<file path="src/rtl/kttx_pkg.sv">
// Package for the keyed trace table: command codes, status codes, sizes.
// Used by every module of the table.
`default_nettype none
package kttx_pkg;
	localparam int ENTRIES_DEF   = 32;
	localparam int KEY_BITS_DEF  = 64;
	localparam int TIME_BITS_DEF = 32;
	localparam int LEVEL_BITS    = 9;
	localparam logic [3:0] LEVEL_STEP = 4'd10;

	typedef enum logic [1:0] {
		OP_ADD    = 2'd0,
		OP_DELETE = 2'd1,
		OP_LOOKUP = 2'd2,
		OP_TICK   = 2'd3
	} op_t;

	typedef enum logic [2:0] {
		ST_OK      = 3'd0,
		ST_INVALID = 3'd1,
		ST_DUP     = 3'd2,
		ST_FULL    = 3'd3,
		ST_MISSING = 3'd4
	} status_t;

	typedef enum logic [1:0] {
		FSM_IDLE = 2'd0,
		FSM_WALK = 2'd1,
		FSM_DONE = 2'd2
	} fsm_t;
endpackage
`default_nettype wire

</file>
<file path="src/rtl/kttx_cell.sv">
// One table slot of the keyed trace table. Slots form a ring that rotates one
// place per cycle during a walk; the cell at the head is examined and edited.
// Depends on kttx_pkg.
`default_nettype none
module kttx_cell
	import kttx_pkg::*;
#(
	parameter int KEY_BITS  = KEY_BITS_DEF,
	parameter int TIME_BITS = TIME_BITS_DEF
) (
	input  wire logic                  clk,
	input  wire logic                  arst_n,
	input  wire logic                  shift,
	input  wire logic                  in_used,
	input  wire logic [KEY_BITS-1:0]   in_key,
	input  wire logic [TIME_BITS-1:0]  in_exp,
	input  wire logic                  in_unl,
	input  wire logic                  in_rule,
	input  wire logic [LEVEL_BITS-1:0] in_lvl,
	output logic                       used_q,
	output logic [KEY_BITS-1:0]        key_q,
	output logic [TIME_BITS-1:0]       exp_q,
	output logic                       unl_q,
	output logic                       rule_q,
	output logic [LEVEL_BITS-1:0]      lvl_q
);
	always_ff @(posedge clk or negedge arst_n) begin
		if (!arst_n) begin
			used_q <= 1'b0;
		end else if (shift) begin
			used_q <= in_used;
		end
	end

	always_ff @(posedge clk) begin
		if (shift) begin
			key_q  <= in_key;
			exp_q  <= in_exp;
			unl_q  <= in_unl;
			rule_q <= in_rule;
			lvl_q  <= in_lvl;
		end
	end
endmodule
`default_nettype wire

</file>
<file path="src/rtl/keyed_trace_table_with_expiry.sv">
// Keyed trace table with expiry. Every command (add, delete, lookup, tick)
// rotates the ENTRIES-slot ring once through its head cell, one slot per
// cycle, then presents one result. An add that finds no duplicate and a
// free slot needs a second lap to fill that slot. A result that is not
// taken holds the table in its last state until the output register
// frees. A new request is taken while the previous result waits in the
// output register. Reset empties the table at once.
`default_nettype none
module keyed_trace_table_with_expiry
	import kttx_pkg::*;
#(
	parameter int ENTRIES   = ENTRIES_DEF,
	parameter int KEY_BITS  = KEY_BITS_DEF,
	parameter int TIME_BITS = TIME_BITS_DEF
) (
	input  wire logic         clk,
	input  wire logic         arst_n,
	input  wire logic         s_tvalid,
	output logic              s_tready,
	// kind[1:0], key[65:2], expire_time[97:66], now_time[129:98],
	// test_rule[130], level[138:131], check_start[139], sub_key_present[140]
	input  wire logic [143:0] s_tdata,
	output logic              m_tvalid,
	input  wire logic         m_tready,
	// status[2:0], slot_index[7:3], level_out[16:8], removed_count[22:17]
	output logic [23:0]       m_tdata
);
	localparam int IW = (ENTRIES > 1) ? $clog2(ENTRIES) : 1;
	localparam int CW = $clog2(ENTRIES + 1);

	fsm_t state_q, state_d;
	logic [IW-1:0] pos_q;
	logic [CW-1:0] cnt_q;

	// request registers
	op_t                  op_q;
	logic [KEY_BITS-1:0]  key_q;
	logic [TIME_BITS-1:0] exp_q;
	logic [TIME_BITS-1:0] now_q;
	logic                 rule_q;
	logic [7:0]           lvl_q;
	logic                 ok_q;

	// walk results
	logic                 dup_q, free_q, hit_q;
	logic [IW-1:0]        free_idx_q;
	logic [LEVEL_BITS-1:0] hit_lvl_q;
	logic [5:0]           rem_q;
	logic                 fill_lap_q;

	logic                  used  [ENTRIES];
	logic [KEY_BITS-1:0]   ckey  [ENTRIES];
	logic [TIME_BITS-1:0]  cexp  [ENTRIES];
	logic                  cunl  [ENTRIES];
	logic                  crule [ENTRIES];
	logic [LEVEL_BITS-1:0] clvl  [ENTRIES];

	logic shift;
	logic last;
	logic h_used, h_match, h_expire;
	logic n_used, n_unl, n_rule;
	logic [KEY_BITS-1:0] n_key;
	logic [TIME_BITS-1:0] n_exp;
	logic [LEVEL_BITS-1:0] n_lvl;
	logic fill_go;

	assign shift = (state_q == FSM_WALK);
	assign last  = (pos_q == IW'(ENTRIES - 1));

	// Head is cell 0; its data leaves to the tail after edit.
	assign h_used   = used[0];
	assign h_match  = h_used && (ckey[0] == key_q);
	assign h_expire = h_used && !cunl[0] && (cexp[0] <= now_q);

	always_comb begin
		n_used = h_used;
		n_key  = ckey[0];
		n_exp  = cexp[0];
		n_unl  = cunl[0];
		n_rule = crule[0];
		n_lvl  = clvl[0];
		case (op_q)
			OP_DELETE: if (ok_q && h_match) n_used = 1'b0;
			OP_TICK:   if (h_expire) n_used = 1'b0;
			OP_ADD: begin
				// fill the chosen slot on the second lap
				if (ok_q && fill_lap_q && (pos_q == free_idx_q)) begin
					n_used = 1'b1;
					n_key  = key_q;
					n_exp  = exp_q;
					n_unl  = (exp_q == '0);
					n_rule = rule_q;
					n_lvl  = LEVEL_BITS'(lvl_q) + (rule_q ? LEVEL_BITS'(LEVEL_STEP) : '0);
				end
			end
			default: ;
		endcase
	end

	// second lap only when the whole first lap saw no duplicate and a free slot
	assign fill_go = (op_q == OP_ADD) && ok_q && !fill_lap_q && !dup_q && !(h_match)
		&& (free_q || !h_used) && (cnt_q != CW'(ENTRIES));

	genvar g;
	generate
		for (g = 0; g < ENTRIES; g++) begin : g_cell
			localparam int NX = (g + 1) % ENTRIES;
			logic           iu;
			logic [KEY_BITS-1:0] ik;
			logic [TIME_BITS-1:0] ie;
			logic           iunl, ir;
			logic [LEVEL_BITS-1:0] il;
			if (g == ENTRIES - 1) begin : g_tail
				assign iu = n_used; assign ik = n_key; assign ie = n_exp;
				assign iunl = n_unl; assign ir = n_rule;
				assign il = n_lvl;
			end else begin : g_mid
				assign iu = used[NX]; assign ik = ckey[NX]; assign ie = cexp[NX];
				assign iunl = cunl[NX]; assign ir = crule[NX]; assign il = clvl[NX];
			end
			kttx_cell #(.KEY_BITS(KEY_BITS), .TIME_BITS(TIME_BITS)) u_cell (
				.clk(clk), .arst_n(arst_n), .shift(shift),
				.in_used(iu), .in_key(ik), .in_exp(ie), .in_unl(iunl), .in_rule(ir),
				.in_lvl(il),
				.used_q(used[g]), .key_q(ckey[g]), .exp_q(cexp[g]), .unl_q(cunl[g]),
				.rule_q(crule[g]), .lvl_q(clvl[g])
			);
		end
	endgenerate

	logic out_free;
	assign out_free = !m_tvalid || m_tready;
	assign s_tready = (state_q == FSM_IDLE);

	always_comb begin
		state_d = state_q;
		case (state_q)
			FSM_IDLE: if (s_tvalid) state_d = FSM_WALK;
			FSM_WALK: if (last && !fill_go) state_d = FSM_DONE;
			FSM_DONE: if (out_free) state_d = FSM_IDLE;
			default:  state_d = FSM_IDLE;
		endcase
	end

	always_ff @(posedge clk or negedge arst_n) begin
		if (!arst_n) begin
			state_q <= FSM_IDLE;
		end else begin
			state_q <= state_d;
		end
	end

	logic del_now;
	assign del_now = (op_q == OP_DELETE) && ok_q && h_match;

	always_ff @(posedge clk or negedge arst_n) begin
		if (!arst_n) begin
			pos_q <= '0; cnt_q <= '0; fill_lap_q <= 1'b0;
			dup_q <= 1'b0; free_q <= 1'b0; hit_q <= 1'b0;
			rem_q <= '0;
		end else if (state_q == FSM_IDLE && s_tvalid) begin
			pos_q <= '0; fill_lap_q <= 1'b0;
			dup_q <= 1'b0; free_q <= 1'b0; hit_q <= 1'b0;
			rem_q <= '0;
		end else if (shift) begin
			pos_q <= last ? '0 : pos_q + IW'(1);
			if (fill_lap_q) begin
				if (pos_q == free_idx_q) cnt_q <= cnt_q + CW'(1);
			end else begin
				if (h_match) dup_q <= 1'b1;
				if (!h_used) free_q <= 1'b1;
				if (!hit_q && h_match && crule[0] == rule_q && op_q == OP_LOOKUP) hit_q <= 1'b1;
				if (del_now) cnt_q <= cnt_q - CW'(1);
				if (op_q == OP_TICK && h_expire) begin
					rem_q <= rem_q + 6'd1;
					cnt_q <= cnt_q - CW'(1);
				end
				if (last && fill_go) fill_lap_q <= 1'b1;
			end
		end
	end

	always_ff @(posedge clk) begin
		if (state_q == FSM_IDLE && s_tvalid) begin
			op_q   <= op_t'(s_tdata[1:0]);
			key_q  <= KEY_BITS'(s_tdata[65:2]);
			exp_q  <= TIME_BITS'(s_tdata[97:66]);
			now_q  <= TIME_BITS'(s_tdata[129:98]);
			rule_q <= s_tdata[130];
			lvl_q  <= s_tdata[138:131];
			ok_q   <= (s_tdata[1:0] == OP_LOOKUP && !s_tdata[139]) ? s_tdata[140]
				: (KEY_BITS'(s_tdata[65:2]) != '0);
		end else if (shift && !fill_lap_q) begin
			if (!free_q && !h_used) free_idx_q <= pos_q;
			if (!hit_q && h_match && crule[0] == rule_q) hit_lvl_q <= clvl[0];
		end
	end

	status_t st;
	always_comb begin
		st = ST_OK;
		case (op_q)
			OP_ADD:
				if (!ok_q) st = ST_INVALID;
				else if (dup_q) st = ST_DUP;
				else if (!fill_lap_q) st = ST_FULL;
			OP_DELETE:
				if (!ok_q) st = ST_INVALID;
				else if (!dup_q) st = ST_MISSING;
			default: st = ST_OK;
		endcase
	end

	always_ff @(posedge clk or negedge arst_n) begin
		if (!arst_n) begin
			m_tvalid <= 1'b0;
		end else if (state_q == FSM_DONE && out_free) begin
			m_tvalid <= 1'b1;
		end else if (m_tready) begin
			m_tvalid <= 1'b0;
		end
	end

	always_ff @(posedge clk) begin
		if (state_q == FSM_DONE && out_free) begin
			m_tdata <= {1'b0,
				(op_q == OP_TICK) ? rem_q : 6'd0,
				(op_q == OP_LOOKUP && ok_q && hit_q) ? hit_lvl_q : LEVEL_BITS'(0),
				(st == ST_OK && op_q == OP_ADD) ? 5'(free_idx_q) : 5'd0,
				st};
		end
	end

	assert property (@(posedge clk) disable iff (!arst_n) cnt_q <= CW'(ENTRIES))
		else $error("occupancy above table size");
	assert property (@(posedge clk) disable iff (!arst_n)
		(state_q == FSM_IDLE) |-> (pos_q == '0 || $past(state_q) != FSM_WALK))
		else $error("walk left unfinished");
	assert property (@(posedge clk) disable iff (!arst_n)
		(state_q == FSM_WALK) |-> !s_tready)
		else $error("request taken during walk");
endmodule
`default_nettype wire
</file>
<file path="config.mk">
export PLATFORM = sky130hd
export DESIGN_NAME = keyed_trace_table_with_expiry
export DESIGN_NICKNAME = d
export VERILOG_FILES = /design/src/rtl/kttx_pkg.sv /design/src/rtl/kttx_cell.sv /design/src/rtl/keyed_trace_table_with_expiry.sv
export SDC_FILE = /design/constraint.sdc
export NUM_CORES = 2
export LEC_CHECK = 0
export BUFFER_PORTS_ARGS = -buffer_cell sky130_fd_sc_hd__buf_4
export CORE_MARGIN = 5
export CORE_UTILIZATION = 65
export DETAILED_ROUTE_END_ITERATION = 10
export GPL_TIMING_DRIVEN = 0
export PLACE_DENSITY = 0.91
export SYNTH_ARGS = -nofsm -noshare
export SYNTH_HDL_FRONTEND = slang
export SYNTH_SLANG_ARGS = --single-unit
</file>
<file path="constraint.sdc">
create_clock -name clk -period 238.4 [get_ports clk]
set_input_delay 11.92 -clock clk [delete_from_list [all_inputs] [get_ports clk]]
set_output_delay 11.92 -clock clk [all_outputs]
set_load 0.01 [all_outputs]
</file>
==> metrics.md <==
| Metric | Value |
|---|---|
| Worst path max stage delay | `0.40 ns` |
| Final setup viols | `0` |
| Flip-flop and latch area | `roughly 110000 um^2` |
| Slew @ Worst Pin | `1.38 ns` |
| Syn_nets | `between 4k and 5k` |
| Post-synth ARST share | `1.53%` |
| Fmax | `73.5 MHz` |
| Hold Path Sink | `g_cell[25].u_cell.key_q[25]$_DFFE_PP_` |
| Fin cells | `7481` |
| Yosys reg bits | `between 3k and 4k` |
| Largest net degree at the start of global routing | `82` |
| Hpwl dp | `approximately 110000 um` |
| Cell area after synthesis | `114000 um^2` |
| Via Count | `44.6k` |
| Flop2flop setup slack | `232.39 ns` |
| DR pass1 iterations | `6` |
| Hold Buf Count CTS | `0` |
| Ranking of synthesized cells by area | `edfxtp_1 (95%), dfrtp_1 (1.2%), mux2_2 (1.0%), ha_1 (0.46%), nand2_1 (0.41%)` |
| Pins over their slew limit | `0` |
| WP depth | `2` |
| Num Clock Sinks | `3657` |
| Full die area | `184000 um^2` |
| Status | `complete, no violations` |
| Die X | `429 um` |
| WP data arrival | `~1.7 ns` |
| Multi-input gate area | `between 4000 and 5000 um^2` |
| First-pass GRT wire length | `334000 um` |
| Most area-hungry cell type in the Yosys netlist | `edfxtp_1` |
| Worst Path Max Fanout | `3` |
| Clk_lat worst skew | `0.95 ns` |
| Via density | `5.96` |
| CTS clk-pin slew, worst paths | `roughly 0.080 ns` |
| Number of synthesized flops with an enable pin | `approximately 3.6k` |
| Core ar. | `174000 um^2` |
| Final worst setup slack | `224.79 ns` |
| CP max stage cell | `dfrtp_1` |
| Placed cell count | `6883` |
| Max cap viols | `0` |
| Drt wl/cell | `31.2 um` |
| DRC violations left | `0` |
| Buffers on Ports | `169` |
| CTS Buffer Depth | `4` |
| Final nets | `5094` |
| WL final | `233000 um` |
| RSZ-0062 raised after global routing | `no` |
| WP data required | `226.48 ns` |
| CTS buffer count | `343` |
| Pre-CTS setup slack | `224.51 ns` |
| Synth Warn # | `0` |
| Seq/Total Area, Yosys | `95.9%` |
| CP endpoint kind | `output port` |
| Worst Skew | `about 0.11 ns` |
| CP Launch Type | `flop` |
| Root Driver | `clkbuf_16` |
| Lkg Pwr | `37.4 nW` |
| Initial antenna violation count | `25` |
| Htree depth | `5` |
| Library cells used by synthesis | `56` |
| Hold Path Depth | `0` |
| Top FF cell, synth | `edfxtp_1` |
| Grt ovf | `0` |
| Critical-path cell list | `nor2_1 -> buf_4` |
| FF-to-FF Start | `state_q[1]$_DFFE_PN0P_` |
| Post_cts resized | `0` |
| Vias in the first global route | `~46k` |
| Crit Path Class | `reg2out` |
| R2r worst-path depth | `14` |
| # fillers | `~8k` |
| Slew HR | `7.62%` |
| Crit path buf inv count | `1` |
| Share of layout cells above drive strength 1 | `15.7%` |
| GP Congestion | `0.885` |
| Gr usage total | `roughly 26%` |
| Post-Syn Instances | `around 4.3k` |
| I/O pin count | `between 150 and 200` |
| Yosys top cell area share | `94.7%` |
| Hold_sp | `g_cell[26].u_cell.key_q[25]$_DFFE_PP_` |
| Worst r2r dst | `g_cell[27].u_cell.key_q[50]$_DFFE_PP_` |
| Num rows | `153` |
| Initial DRC Count | `5774` |
| Area Growth Syn to Fin | `14.3%` |
| Post-route ant nets | `0` |
| Postcts setup bufs | `0` |
| Tcrit/Tclk final | `5.71%` |
| Hold/Removal Path Class | `reg2reg` |
| Final Hold Vio Count | `0` |
| Die height | `429 um` |
| Synth Area per Inst | `around 26 um^2` |
| Post-Route Setup TNS | `0 ns` |
| Max IR drop VDD | `0.00807 mV` |
| CTS tree | `done` |
| Minimum clock period | `13.61 ns` |
| Effective utilization at floorplan | `65.5%` |
| Critical path's top delay family | `flip-flops` |
| Power Dens Cells | `11.4 nW/um^2` |
[power breakdown]
| part | internal [mW] | switching, mW | leakage [nW] |
|---|---|---|---|
| registers | 0.781 | 0.00541 | 28.8 |
| clock network | 0.300 | 0.240 | 5.20 |
| logic | 0.0326 | 0.135 | 3.44 |
| total | 1.11 | 0.381 | 37.4 |
[metrics by stage]
step | total power [mW] | instance area (um^2) | utilization [%] | hold WS [ns]
floorplan | 2.06 | 114000 | - | 0.400
global placement | 2.39 | 118000 | 67.9 | 0.400
detailed placement | 0.964 | 120000 | 68.8 | 0.405
CTS | 1.50 | 131000 | 74.9 | 0.339
global route | 1.54 | 131000 | 74.9 | 0.363
finish | 1.50 | 131000 | 74.9 | 0.327
[worst max-delay path by stage]
stage                      startpoint                                    to  slack (ns)
2_1_floorplan  state_q[1]$_DFFE_PN0P_   g_cell[0].u_cell.exp_q[0]$_DFFE_PP_      140.36
3_3_place_gp   state_q[1]$_DFFE_PN0P_  g_cell[1].u_cell.key_q[15]$_DFFE_PP_      115.60
3_5_place_dp              s_tdata[34]                        ok_q$_DFFE_PP_      224.51
4_1_cts        state_q[0]$_DFFE_PN0P_                              s_tready      224.68
5_1_grt        state_q[0]$_DFFE_PN0P_                              s_tready      224.68
6_report       state_q[0]$_DFFE_PN0P_                              s_tready      224.79
[placed cells by master, fill, tap and decap left out, types with 10 or more instances in the layout]
cell and instances:
nor2_1 25, inv_1 50, buf_4 172, xor2_1 47, dfrtp_1 56, mux2_2 102, nor2b_1 10, edfxtp_1 3601
clkbuf_1 79, clkinvlp_4 11, nand4_1 24, and2_1 16, clkbuf_16 353, ha_1 42, a21oi_1 21, nor4_1 36
clkinv_1 70, nand2b_1 14, clkinv_2 56, nand3_1 11, buf_16 52, o21ai_0 24, nand2_1 126, bufinv_16 27
xnor2_1 25
[registers in the layout, indices dropped and copies added (netlist names), 32 cells and up]
signal,count
g_cell.u_cell.unl_q,32
g_cell.u_cell.rule_q,32
g_cell.u_cell.exp_q,1024
now_q,32
key_q,64
g_cell.u_cell.key_q,2048
g_cell.u_cell.lvl_q,288
g_cell.u_cell.used_q,32
exp_q,32
[cells in the mapped netlist (8+ instances only)]
master	n
nor2b_1	10
a21oi_1	22
xor2_1	47
nand3_1	11
nand2b_1	14
and2_1	16
edfxtp_1	3601
dfrtp_1	56
ha_1	42
nor2_1	25
clkbuf_1	22
mux2_2	102
inv_1	50
nand2_1	126
nor3_1	8
o21ai_0	24
nand4_1	24
and3_1	8
xnor2_1	25
nor4_1	39
[worst reg2reg max path: stages (launching register included)]
cell	delay, ns
dfrtp_1	0.39
nand2b_1	0.23
inv_1	0.14
clkbuf_1	0.41
clkbuf_4	0.75
buf_16	0.41
buf_16	0.40
buf_16	0.39
buf_16	0.36
buf_16	0.38
buf_16	0.38
buf_16	0.35
buf_16	0.38
buf_16	0.33
buf_16	0.31
[logic make-up (layout without fill, tap and decap cells)]
| kind of cell | after synthesis | after routing | share of synthesized area, % |
|---|---|---|---|
| flip-flops | 3657 | 3657 | 95.9 |
| AND/OR/NAND/NOR | 296 | 296 | 1.30 |
| multiplexers | 104 | 104 | 1.02 |
| AO/OA/AOI/OAI | 84 | 84 | 0.491 |
| buffers and inverters | 75 | 891 | 0.250 |
| XOR/XNOR | 72 | 72 | 0.552 |
| adder cells (fa/ha/maj) | 43 | 43 | 0.478 |
| other | 1 | 9 | 0.00328 |
[metal layers]
metal | vias up | wire (um) | track usage (%)
li1 | 18500 | - | -
met1 | 23100 | 84900 | 33.3
met2 | 2236 | 121000 | 43.3
met3 | 670 | 14900 | 4.43
met4 | 4 | 12200 | 11.3
met5 | - | 20 | 0
[cell type report]
type	instances	share of cell area, %
Inverter	50	0.144
Clock inverter	176	1.20
Antenna cell	8	0.0153
Multi-Input combinational cell	600	3.39
Clock buffer	414	6.95
Sequential cell	3657	83.9
Tap cell	2325	2.23
Buffer	25	0.0814
Timing Repair Buffer	226	2.11
Power figures use the tool's default switching activity.
